===== config.mk =====
export PLATFORM = sky130hd
export DESIGN_NAME = bitmap_index_allocator_unit
export DESIGN_NICKNAME = d
export VERILOG_FILES = /design/src/sv/bia_pkg.sv /design/src/sv/bitmap_index_allocator_unit.sv
export SDC_FILE = /design/constraint.sdc
export NUM_CORES = 1
export LEC_CHECK = 0
export BUFFER_PORTS_ARGS = -buffer_cell sky130_fd_sc_hd__buf_2
export CAP_MARGIN = 40
export CORE_ASPECT_RATIO = 1.5
export CORE_MARGIN = 4
export CORE_UTILIZATION = 50
export DETAILED_ROUTE_END_ITERATION = 8
export PLACE_DENSITY = 0.66
export SYNTH_ARGS = -nofsm -noshare
export SYNTH_HDL_FRONTEND = slang
export SYNTH_SLANG_ARGS = --single-unit

===== constraint.sdc =====
create_clock -name clk_i -period 6.7 [get_ports clk_i]
set_input_delay 0.335 -clock clk_i [delete_from_list [all_inputs] [get_ports clk_i]]
set_output_delay 0.335 -clock clk_i [all_outputs]
set_load 0.02 [all_outputs]

===== src/sv/bia_pkg.sv =====
// ----------------------------------------------------------------------------
// bia_pkg: shared types and codes for the bitmap index allocator
// Command and status codes, the transaction payload structs and the
// controller state type.
// ----------------------------------------------------------------------------
`default_nettype none

package bia_pkg;

  localparam logic CMD_ALLOC = 1'b0;
  localparam logic CMD_FREE  = 1'b1;

  localparam logic [1:0] STATUS_OK        = 2'd0;
  localparam logic [1:0] STATUS_FULL      = 2'd1;
  localparam logic [1:0] STATUS_NOT_ALLOC = 2'd2;

  typedef struct packed {
    logic       cmd;
    logic [7:0] slot_index;
  } in_t;

  typedef struct packed {
    logic [7:0] given_index;
    logic [1:0] status;
    logic [8:0] live_total;
  } out_t;

  typedef enum logic [2:0] {
    ST_IDLE,
    ST_SCAN,
    ST_MARK_RD,
    ST_MARK_WR,
    ST_FREE_RD,
    ST_FREE_CHK,
    ST_RESP
  } state_e;

endpackage

`default_nettype wire


===== src/sv/bitmap_index_allocator_unit.sv =====
// ----------------------------------------------------------------------------
// bitmap_index_allocator_unit: allocator of small integer indices
// Keeps an in-use bitmap in a byte-wide memory, a high-water mark and a
// live count. Allocation reuses a hole below the mark, found by scanning
// the bitmap one byte per cycle from the top, or else takes the mark.
// ----------------------------------------------------------------------------
//
//   Channel | Signals                        | Payload
//   --------+--------------------------------+---------------------
//   input   | in_valid_i / in_stall_o        | bia_pkg::in_t
//   output  | out_valid_o / out_stall_i      | bia_pkg::out_t
//
// One transaction is handled at a time; in_stall_o is high while it is busy.
// Allocate with a hole: one memory byte read per cycle while scanning down
// from the top byte. Allocate at the mark and free each step through a
// registered memory read, a write or check, and a response state.
// Bitmap bytes at or above the mark are treated as empty and rewritten when
// the mark enters them, so reset and the last free need no clearing pass.
// A stalled result holds in the output register until it is taken.
`default_nettype none

module bitmap_index_allocator_unit #(
  parameter int CAPACITY = 256
) (
  input  wire logic          clk_i,
  input  wire logic          rst_ni,
  input  wire logic          in_valid_i,
  output logic               in_stall_o,
  input  wire bia_pkg::in_t  in_data_i,
  output logic               out_valid_o,
  input  wire logic          out_stall_i,
  output bia_pkg::out_t      out_data_o
);

  localparam int MapBytes = (CAPACITY + 7) / 8;
  localparam int AW       = (MapBytes > 1) ? $clog2(MapBytes) : 1;
  localparam int HwW      = $clog2(CAPACITY + 1);
  localparam int CW       = (HwW > 8) ? HwW : 8;
  localparam logic [HwW-1:0] CapHw = HwW'(CAPACITY);
  localparam logic [CW-1:0]  CapC  = CW'(CAPACITY);

  bia_pkg::state_e state_q, state_d;

  logic [7:0]       idx_q, idx_d;
  logic [HwW-1:0]   hw_q, hw_d;
  logic [HwW-1:0]   live_q, live_d;
  logic [AW-1:0]    scan_q, scan_d;
  logic             issue_v_q, issue_v_d;
  logic [AW-1:0]    chk_b_q, chk_b_d;
  logic             chk_v_q, chk_v_d;
  bia_pkg::out_t    res_q, res_d;
  bia_pkg::out_t    out_q, out_d;
  logic             out_valid_q, out_valid_d;

  logic [7:0]       mem [MapBytes];
  logic [7:0]       rd_data_q;
  logic [AW-1:0]    rd_addr;
  logic             wr_en;
  logic [AW-1:0]    wr_addr;
  logic [7:0]       wr_data;

  logic             in_accept;
  logic             can_mark;
  logic [AW+HwW-1:0] hw_byte_w;
  logic [AW-1:0]    hw_byte;
  logic             hw_part;
  logic [AW+4:0]    idx_byte_w;
  logic [AW-1:0]    idx_byte;
  logic [HwW:0]     top_w;
  logic [7:0]       masked;
  logic             found;
  logic [2:0]       zero_bit;
  logic [AW+10:0]   got_w;
  logic [HwW+8:0]   hw_w;
  logic [HwW-1:0]   live_inc;
  logic [HwW-1:0]   live_dec;
  logic [HwW+8:0]   live_inc_w;
  logic [HwW+8:0]   live_dec_w;
  logic [HwW+8:0]   live_cur_w;
  logic [CW-1:0]    idx_c;
  logic [CW-1:0]    hw_c;
  logic             free_ok;

  assign in_accept = in_valid_i && !in_stall_o;
  assign in_stall_o = (state_q != bia_pkg::ST_IDLE);
  assign can_mark = (hw_q < CapHw);

  assign hw_byte_w  = (AW + HwW)'(hw_q[HwW-1:3]);
  assign hw_byte    = hw_byte_w[AW-1:0];
  assign hw_part    = (hw_q[2:0] != 3'd0);
  assign idx_byte_w = (AW + 5)'(idx_q[7:3]);
  assign idx_byte   = idx_byte_w[AW-1:0];
  assign top_w      = (({1'b0, hw_q} + (HwW + 1)'(7)) >> 3) - (HwW + 1)'(1);

  // Bits at or above the mark only exist in the partially used top byte.
  assign masked = rd_data_q |
                  ((hw_part && (chk_b_q == hw_byte)) ? (8'hff << hw_q[2:0]) : 8'h00);
  assign found  = chk_v_q && (masked != 8'hff);

  always_comb begin
    zero_bit = 3'd7;
    for (int i = 7; i >= 0; i--) begin
      if (!masked[i]) begin
        zero_bit = 3'(i);
      end
    end
  end

  assign got_w      = (AW + 11)'({chk_b_q, zero_bit});
  assign hw_w       = (HwW + 9)'(hw_q);
  assign live_inc   = live_q + HwW'(1);
  assign live_dec   = (live_q != '0) ? (live_q - HwW'(1)) : live_q;
  assign live_inc_w = (HwW + 9)'(live_inc);
  assign live_dec_w = (HwW + 9)'(live_dec);
  assign live_cur_w = (HwW + 9)'(live_q);
  assign idx_c      = CW'(idx_q);
  assign hw_c       = CW'(hw_q);
  assign free_ok    = (idx_c < hw_c) && (idx_c < CapC) && rd_data_q[idx_q[2:0]];

  // Next state
  always_comb begin
    state_d = state_q;
    unique case (state_q)
      bia_pkg::ST_IDLE: begin
        if (in_accept) begin
          if (in_data_i.cmd == bia_pkg::CMD_FREE) begin
            state_d = bia_pkg::ST_FREE_RD;
          end else if (hw_q != live_q) begin
            state_d = bia_pkg::ST_SCAN;
          end else if (can_mark) begin
            state_d = bia_pkg::ST_MARK_RD;
          end else begin
            state_d = bia_pkg::ST_RESP;
          end
        end
      end
      bia_pkg::ST_SCAN: begin
        if (found) begin
          state_d = bia_pkg::ST_RESP;
        end else if (chk_v_q && !issue_v_q) begin
          state_d = can_mark ? bia_pkg::ST_MARK_RD : bia_pkg::ST_RESP;
        end
      end
      bia_pkg::ST_MARK_RD:  state_d = bia_pkg::ST_MARK_WR;
      bia_pkg::ST_MARK_WR:  state_d = bia_pkg::ST_RESP;
      bia_pkg::ST_FREE_RD:  state_d = bia_pkg::ST_FREE_CHK;
      bia_pkg::ST_FREE_CHK: state_d = bia_pkg::ST_RESP;
      bia_pkg::ST_RESP: begin
        if (!out_valid_q || !out_stall_i) begin
          state_d = bia_pkg::ST_IDLE;
        end
      end
      default: state_d = bia_pkg::ST_IDLE;
    endcase
  end

  // Datapath and memory control
  always_comb begin
    idx_d       = idx_q;
    hw_d        = hw_q;
    live_d      = live_q;
    scan_d      = scan_q;
    issue_v_d   = issue_v_q;
    chk_b_d     = chk_b_q;
    chk_v_d     = 1'b0;
    res_d       = res_q;
    out_d       = out_q;
    out_valid_d = out_valid_q && out_stall_i;
    rd_addr     = scan_q;
    wr_en       = 1'b0;
    wr_addr     = chk_b_q;
    wr_data     = rd_data_q;

    unique case (state_q)
      bia_pkg::ST_IDLE: begin
        if (in_accept) begin
          idx_d             = in_data_i.slot_index;
          scan_d            = top_w[AW-1:0];
          issue_v_d         = 1'b1;
          res_d.given_index = 8'd0;
          res_d.status      = bia_pkg::STATUS_FULL;
          res_d.live_total  = live_cur_w[8:0];
        end
      end
      bia_pkg::ST_SCAN: begin
        // Read one byte per cycle; the byte read last cycle is checked now.
        rd_addr = scan_q;
        chk_b_d = scan_q;
        chk_v_d = issue_v_q;
        if (issue_v_q) begin
          if (scan_q == '0) begin
            issue_v_d = 1'b0;
          end else begin
            scan_d = scan_q - AW'(1);
          end
        end
        if (found) begin
          wr_en             = 1'b1;
          wr_addr           = chk_b_q;
          wr_data           = rd_data_q | (8'h01 << zero_bit);
          live_d            = live_inc;
          res_d.given_index = got_w[7:0];
          res_d.status      = bia_pkg::STATUS_OK;
          res_d.live_total  = live_inc_w[8:0];
        end
      end
      bia_pkg::ST_MARK_RD: begin
        rd_addr = hw_byte;
      end
      bia_pkg::ST_MARK_WR: begin
        // A byte entered at its first bit holds stale data and is rewritten.
        wr_en             = 1'b1;
        wr_addr           = hw_byte;
        wr_data           = hw_part ? (rd_data_q | (8'h01 << hw_q[2:0])) : 8'h01;
        hw_d              = hw_q + HwW'(1);
        live_d            = live_inc;
        res_d.given_index = hw_w[7:0];
        res_d.status      = bia_pkg::STATUS_OK;
        res_d.live_total  = live_inc_w[8:0];
      end
      bia_pkg::ST_FREE_RD: begin
        rd_addr = idx_byte;
      end
      bia_pkg::ST_FREE_CHK: begin
        res_d.given_index = 8'd0;
        if (free_ok) begin
          wr_en            = 1'b1;
          wr_addr          = idx_byte;
          wr_data          = rd_data_q & ~(8'h01 << idx_q[2:0]);
          live_d           = live_dec;
          if (live_dec == '0) begin
            hw_d = '0;
          end
          res_d.status     = bia_pkg::STATUS_OK;
          res_d.live_total = live_dec_w[8:0];
        end else begin
          res_d.status     = bia_pkg::STATUS_NOT_ALLOC;
          res_d.live_total = live_cur_w[8:0];
        end
      end
      bia_pkg::ST_RESP: begin
        if (!out_valid_q || !out_stall_i) begin
          out_d       = res_q;
          out_valid_d = 1'b1;
        end
      end
      default: begin
        chk_v_d = 1'b0;
      end
    endcase
  end

  always_ff @(posedge clk_i or negedge rst_ni) begin
    if (!rst_ni) begin
      state_q     <= bia_pkg::ST_IDLE;
      hw_q        <= '0;
      live_q      <= '0;
      issue_v_q   <= 1'b0;
      chk_v_q     <= 1'b0;
      out_valid_q <= 1'b0;
    end else begin
      state_q     <= state_d;
      hw_q        <= hw_d;
      live_q      <= live_d;
      issue_v_q   <= issue_v_d;
      chk_v_q     <= chk_v_d;
      out_valid_q <= out_valid_d;
    end
  end

  always_ff @(posedge clk_i) begin
    idx_q   <= idx_d;
    scan_q  <= scan_d;
    chk_b_q <= chk_b_d;
    res_q   <= res_d;
    out_q   <= out_d;
  end

  always_ff @(posedge clk_i) begin
    if (wr_en) begin
      mem[wr_addr] <= wr_data;
    end
    rd_data_q <= mem[rd_addr];
  end

  assign out_valid_o = out_valid_q;
  assign out_data_o  = out_q;

endmodule

`default_nettype wire


==> results.yml, run 1 <==
routing:
  postRouteAntennaNets: 0
  dr.pass1.iters: 5
  routed-via-count: 11140
  finalWirelength_um: 43530
  drc: 0
  viasPerCell: 6.363
  wire_per_inst_um: 24.86
  drt-initial-drc-count: 817
pwr:
  ir_drop_uv: 331.4
  power_density_nw_per_um2: 557.5
  p_leak_nw: 6.159
timing:
  tns_ns: 0
  drv_slew: 0
  finClkSkew_ns: 0.01681
  fmax_mhz: 217.5
  period_needed_ns: 4.597
  hold_viol: 0
  rsz0062_at_grt: "false"
  tightest_slew_ns: 0.9539
  relSlewSlack_pct: 35.73
  finalSetupViolCount: 0
  min_period_over_period_pct: 68.61
worst_setup_path:
  crit_path_start_kind: "flip-flop"
  crit_path_frequent_cell: "nand2_1"
  crit_type: "reg2reg"
  cp.required_ns: 6.92
  crit_path_end_kind: "flip-flop"
  crit_path_max_incr_delay_ns: 0.86
  crit_buf_inv: 1
  crit_chain: "and2b_1 -> and2_1 -> o2111a_1 -> nand2_1 -> nand2_1 -> o221ai_2 -> nor3_1 -> buf_2"
  crit_family: "simple AND/OR/NAND/NOR gates"
  rr_startpoint: "state_q[2]$_DFFE_PN0P_"
  ff2ff_path_depth: 8
  rrSetupSlack_ns: 2.10
  worstPathMaxFanout: 27
  r2r_end: "mem[10][0]$_DFFE_PP_"
  crit_arrival_ns: 4.82
  cp_slowest_cell: "dfrtp_1"
yosys:
  syn_inst: 1310
  ys_ff_latch: 344
  synth_nets: 1340
  ys_types: 87
  ys_seq_area_share_pct: 63.88
  netlist_area_sq_um: 15860
  async_flop_share_pct: 6.977
  synthFlopType: "edfxtp_1"
  synth_edf_count: 312
  postSynthAreaPerCell_sq_um: 12.11
  yosysWarnings: 0
clock_network:
  cts_root_buf: "clkbuf_16"
  cts_tree: "built"
  clock_latency_ns: 0.52
  cts_buffers: 34
  clk_path_buf_depth: 3
  cts_resized: 0
  cts_setup_buffers: 0
  h-tree-depth: 2
  clkSlewWorstSetupHoldPaths_ns: 0.06
  clkSinkCount: 344
  holdBufCountCts: 9
placed_design:
  place.gp.congestion: 0.9952
  io_buffers: 33
  post-dp-hpwl_um: 29420
  place_area_sq_um: 16480
min_path:
  whs_path_depth: 3
  holdCritStartpoint: "out_stall_i"
  worstHoldEndpoint: "out_valid_o$_DFF_PN0_"
  hp-class: "in2reg"
die:
  die_x_um: 153.4
  row_count: 79
  start_util_pct: 50.93
  dieArea_sq_um: 34690
  coreArea_sq_um: 31140
  die_h_um: 226.1
  ios: 34
layout:
  multiInputGateArea_sq_um: 5328
  finish.net_count: 1352
  final_common_cell: "edfxtp_1"
  diodes: 0
  final_cell_mix: "edfxtp_1, nand2_1, and3_1"
  drive_gt1_share_pct: 12.11
  fill_cells: 2499
  ff_latch_area_sq_um: 10130
  fin_area_sq_um: 17770
  area.growth.synth_to_final_pct: 12.04
flow_run:
  drv_cap: 0
global_route:
  antenna_found_initial: 0
  overflow: 0
  grt_pass1_vias: 11250
  grt_pass1_wl_um: 66810
  track_usage_pct: 25.12
  grt_max_degree: 90
run_status:
  status: "finished clean"
## flip-flops by register name, indices dropped and copies added, names as in the netlist, 3 cells and up
name / cells
res_q: 19
out_data_o: 19
rd_data_q: 8
hw_c: 9
live_q: 9
mem: 256
state_q: 3
chk_b_q: 5
idx_q: 8
scan_q: 5
## power breakdown
| part | leakage (nW) | total, mW | internal, mW | switching (mW) |
|---|---|---|---|---|
| logic | 2.38 | 4.43 | 1.32 | 3.11 |
| clock network | 0.574 | 2.02 | 1.23 | 0.790 |
| registers | 3.21 | 3.46 | 3.11 | 0.350 |
| total | 6.16 | 9.91 | 5.66 | 4.25 |
## how the worst max path moves through the flow
stage	startpoint	end	slack, ns	cells after the start
floorplan	hw_c[1]$_DFFE_PN0P_	mem[0][4]$_DFFE_PP_	2.35	11
CTS	state_q[2]$_DFFE_PN0P_	mem[18][0]$_DFFE_PP_	2.22	7
global route	state_q[2]$_DFFE_PN0P_	mem[7][6]$_DFFE_PP_	1.84	7
global placement	state_q[2]$_DFFE_PN0P_	mem[23][3]$_DFFE_PP_	1.99	7
detailed placement	state_q[2]$_DFFE_PN0P_	mem[18][5]$_DFFE_PP_	2.23	7
finish	state_q[2]$_DFFE_PN0P_	mem[10][0]$_DFFE_PP_	2.10	8
## through the flow
stage	worst slack (ns)	power, mW	std cells	utilization (%)	hold slack [ns]
2_1_floorplan	2.355	6.211	1310	-	0.03941
3_3_place_gp	1.985	7.774	1667	52.63	0.3958
3_5_place_dp	2.234	7.863	1681	52.93	0.3993
4_1_cts	2.220	9.891	1750	57.04	0.04461
5_1_grt	1.837	10.38	1751	57.06	0.07788
6_report	2.103	9.906	1751	57.06	0.06872
## cells by family (layout without fill, tap and decap cells)
| family | after synthesis | count (layout) | share of synthesized area [%] |
|---|---|---|---|
| buf+inv | 125 | 161 | 3.274 |
| compound gates | 327 | 327 | 14.98 |
| xor+xnor | 35 | 35 | 1.933 |
| mux | 10 | 10 | 0.6628 |
| fa+ha+maj | 17 | 17 | 1.341 |
| flops | 344 | 344 | 63.88 |
| simple gates | 452 | 452 | 13.93 |
## worst min-delay path, stage by stage
cell and delay (ns):
buf_2 0.07, nand2_1 0.06, o21ai_0 0.08
## layer usage
layer | wire [um] | vias to the layer above | GRT usage (%)
met3 | 2419 | 162 | 4.160
li1 | - | 5041 | -
met2 | 22680 | 495 | 45.23
met5 | 0 | - | 0
met4 | 2690 | 0 | 14.42
met1 | 15740 | 5444 | 28.12
## final cells by class
cell class | instances | share of cell area [%]
sequential | 344 | 57.01
inverter | 23 | 0.4859
multi-input combinational | 841 | 29.99
clock inverter | 13 | 1.099
clock buffer | 47 | 5.592
tap | 405 | 2.852
timing repair buffer | 78 | 2.972
## cell usage after synthesis (5+ instances only)
| cell type | n | area [sq um] |
|---|---|---|
| ha_1 | 17 | 212.7 |
| and3_1 | 73 | 456.7 |
| a211oi_1 | 65 | 488.0 |
| nand4_1 | 7 | 43.79 |
| mux2i_1 | 6 | 60.06 |
| o21ai_0 | 34 | 170.2 |
| a21oi_1 | 30 | 150.1 |
| nand2_1 | 179 | 671.9 |
| a21o_1 | 6 | 45.04 |
| o21ai_1 | 6 | 30.03 |
| a31oi_1 | 69 | 431.7 |
| nand2b_1 | 11 | 68.82 |
| nand3_1 | 19 | 95.09 |
| xor2_1 | 19 | 166.4 |
| clkbuf_1 | 69 | 259.0 |
| or3_1 | 7 | 43.79 |
| dfxtp_1 | 8 | 160.2 |
| nor2b_1 | 10 | 62.56 |
| buf_1 | 5 | 18.77 |
| dfrtp_1 | 24 | 600.6 |
| inv_1 | 23 | 86.33 |
| nor3_1 | 32 | 160.2 |
| and2_1 | 7 | 43.79 |
| nor4_1 | 10 | 62.56 |
| o22ai_1 | 35 | 219.0 |
| buf_2 | 25 | 125.1 |
| nor2_1 | 72 | 270.3 |
| xnor2_1 | 16 | 140.1 |
| a221oi_1 | 5 | 43.79 |
| edfxtp_1 | 312 | 9369 |
| o32ai_1 | 8 | 70.07 |
Power figures use the tool's default switching activity.
==> inputs of run 2 (changes only) <==
- ABC_AREA: default -> 1
- PLACE_DENSITY: 0.66 -> 0.68
- clock period: 6.7 -> 4.1 ns (I/O delays scaled with it)
==> run 2 against run 1 <==
Effect of this change:
- total power grew 57%
- setup slack worse by 1.7 ns
- largest power group unchanged
- largest cell class unchanged
- hold slack better by 0.13 ns
- highest routed layer unchanged
- combinational power is 63% higher
- first-iteration DRC count grew 15%
- non-clock buffer count rose by 21
- global-route usage is 0.86 points lower
- core utilization grew 0.38 points
- flip-flop and latch count unchanged
==> results.yml, run 2 <==
yosys:
  synth_common_cells: "edfxtp_1, nand2_1, nor2_1, inv_1, o211ai_1"
  synth-adder-area-share_pct: 1.331
  netlist_area_sq_um: 15980
  synth.area.top_cells: "edfxtp_1, nand2_1, o211ai_1, dfrtp_1, nor2_1"
  synth_area_leader_cell: "edfxtp_1"
  synth_simple_gate_area_share_pct: 15.57
  postSynthAreaPerCell_sq_um: 10.80
  syn_inst: 1479
  async_flop_share_pct: 6.977
  synth_compound_area_share_pct: 12.61
  ys_ff_latch: 344
  synth_nets: 1509
  synth_edf_count: 312
  synth_xor_area_share_pct: 1.261
  synthFlopType: "edfxtp_1"
  synth_mux_area_share_pct: 0.06266
  ys_seq_area_share_pct: 63.41
  yosysMostFrequentCell: "edfxtp_1"
  ys_types: 49
  yosysWarnings: 0
  synth_top_area_share_pct: 58.65
  synth_top_family_by_area: "simple AND/OR/NAND/NOR gates"
worst_setup_path:
  crit_path_frequent_cell: "nand2_1"
  worstPathMaxFanout: 8
  crit_chain: "inv_2 -> ha_1 -> a21oi_1 -> o21ai_0 -> nand2_1 -> nand3_1 -> nor2_4 -> nand2_1 -> inv_1 -> nand2_1 -> nand3b_1 -> nand2_1 -> nor2_1 -> nand2_1 -> nor2_1"
  crit_path_start_kind: "flip-flop"
  cp.required_ns: 4.31
  crit_arrival_ns: 3.87
  crit_path_max_incr_delay_ns: 0.60
  rrSetupSlack_ns: 0.44
  r2r_end: "mem[27][0]$_DFFE_PP_"
  crit_path_end_kind: "flip-flop"
  rr_startpoint: "hw_c[4]$_DFFE_PN0P_"
  crit_type: "reg2reg"
  cp_slowest_cell: "nor2_1"
  ff2ff_path_depth: 15
  timing.critical_path.from: "hw_c[4]$_DFFE_PN0P_"
pwr:
  p_leak_nw: 6.702
  intPower_mw: 8.687
  seq_power_share_pct: 34.9
  power_density_nw_per_um2: 868.9
  p_switching_mw: 6.902
  power_mw: 15.59
  switching_share_pct: 44.27
  power_frac_comb_pct: 46.4
  ir_drop_uv: 908.9
  p_clk_share_pct: 18.7
layout:
  diodes: 0
  final_cell_mix: "edfxtp_1, nand2_1, nor2_1"
  ff_latch_area_sq_um: 10130
  final_common_cell: "edfxtp_1"
  drive_gt1_share_pct: 13.87
  fin_area_sq_um: 17940
  finish.net_count: 1570
  largest-register: "mem"
  largest_register_ffs: 256
  fin_cells: 1969
  fill_cells: 2616
  area.growth.synth_to_final_pct: 12.31
  multiInputGateArea_sq_um: 4961
routing:
  wire_per_inst_um: 21.63
  drc: 0
  dr.pass1.iters: 6
  postRouteAntennaNets: 0
  drt-initial-drc-count: 943
  routed-via-count: 11540
  viasPerCell: 5.858
  finalWirelength_um: 42600
placed_design:
  place.gp.congestion: 1.059
  post-dp-hpwl_um: 29070
  place_inst: 1899
  place_area_sq_um: 16790
  io_buffers: 33
global_route:
  grt_pass1_vias: 11620
  antenna_found_initial: 0
  grt_pass1_wl_um: 65050
  grt_max_degree: 193
  track_usage_pct: 24.26
  overflow: 0
clock_network:
  h-tree-depth: 1
  cts_tree: "built"
  clock_latency_ns: 0.58
  cts_resized: 0
  cts_root_buf: "clkbuf_16"
  holdBufCountCts: 13
  clk_path_buf_depth: 3
  cts_setup_buffers: 0
  clkSinkCount: 344
  cts_buffers: 31
  clkSlewWorstSetupHoldPaths_ns: 0.07
min_path:
  hp-class: "in2async"
timing:
  min_period_over_period_pct: 89.21
  finClkSkew_ns: 0.02036
  tns_ns: 0
  tightest_slew_ns: 0.8672
  finalSetupViolCount: 0
  rsz0062_at_grt: "false"
  period_needed_ns: 3.658
  hold_viol: 0
  fmax_mhz: 273.4
  relSlewSlack_pct: 42.19
  drv_slew: 0
die:
  start_util_pct: 51.15
  dieArea_sq_um: 34930
  die_h_um: 226.9
  row_count: 79
  ios: 34
  die_x_um: 153.9
  coreArea_sq_um: 31240
flow_run:
  drv_cap: 0
run_status:
  status: "finished clean"
-- run 2: cell count changes after synthesis, moves of 28 or more --
| cell | before | now |
|---|---|---|
| nand3_1 | 19 | 78 |
| o22ai_1 | 35 | 7 |
| nand2_1 | 179 | 277 |
| a211oi_1 | 65 | 0 |
| a31oi_1 | 69 | 5 |
| nor2_1 | 72 | 150 |
| o21ai_0 | 34 | 100 |
| clkbuf_1 | 69 | 32 |
| and3_1 | 73 | 0 |
| o211ai_1 | 4 | 131 |
| inv_1 | 23 | 132 |
-- run 2: power groups by stage --
stage | sequential, mW | clock [mW] | combinational [mW]
floorplan | 5.45 | 0 | 4.57
global placement | 5.50 | 0 | 6.97
detailed placement | 5.51 | 0 | 7.15
CTS | 5.44 | 2.96 | 7.19
global route | 5.48 | 3.09 | 7.81
finish | 5.45 | 2.91 | 7.23
-- run 2: final cells by class --
class                      count  share of cell area, %
timing repair buffer          99                  4.135
clock inverter                24                  1.346
tap                          405                  2.824
inverter                     152                  3.222
multi-input combinational    912                  27.65
sequential                   344                  56.46
clock buffer                  33                  4.365
-- run 2: routing by layer --
metal / up-vias / GRT usage (%) / part of all wire [%]
met5: - / 0 / 0
met3: 161 / 2.692 / 5.2
met2: 503 / 45.36 / 53
met1: 5539 / 25.17 / 34
met4: 0 / 16.88 / 7.9
li1: 5332 / - / -
-- run 2: critical path, delay by kind of cell (launching register included) --
family / cells / cell delay (ns)
DFF: 1 / 0.48
AOI/OAI and AO/OA: 2 / 0.26
and+or+nand+nor: 10 / 1.91
adders and majority gates: 1 / 0.32
buffers and inverters: 2 / 0.33
-- run 2: worst max-delay path by stage --
| stage | end | slack (ns) |
|---|---|---|
| 2_1_floorplan | res_q[0]$_DFFE_PP_ | 0.66 |
| 3_3_place_gp | mem[26][1]$_DFFE_PP_ | 0.60 |
| 3_5_place_dp | mem[26][0]$_DFFE_PP_ | 0.52 |
| 4_1_cts | mem[26][0]$_DFFE_PP_ | 0.50 |
| 5_1_grt | mem[27][7]$_DFFE_PP_ | 0.19 |
| 6_report | mem[27][0]$_DFFE_PP_ | 0.44 |
-- run 2: logic make-up after synthesis --
logic type,Yosys count
buffers and inverters,223
and+or+nand+nor,567
DFF,344
adders and majority gates,17
AOI/OAI and AO/OA,304
xor gates and xnor gates,23
muxes,1
-- run 2: metrics by stage --
step / hold slack [ns] / util [%] / worst slack, ns
2_1_floorplan: -0.09059 / - / 0.6573
3_3_place_gp: 0.2535 / 53.53 / 0.5967
3_5_place_dp: 0.2607 / 53.75 / 0.5190
4_1_cts: 0.1823 / 57.44 / 0.5013
5_1_grt: 0.2317 / 57.44 / 0.1948
6_report: 0.1955 / 57.44 / 0.4425
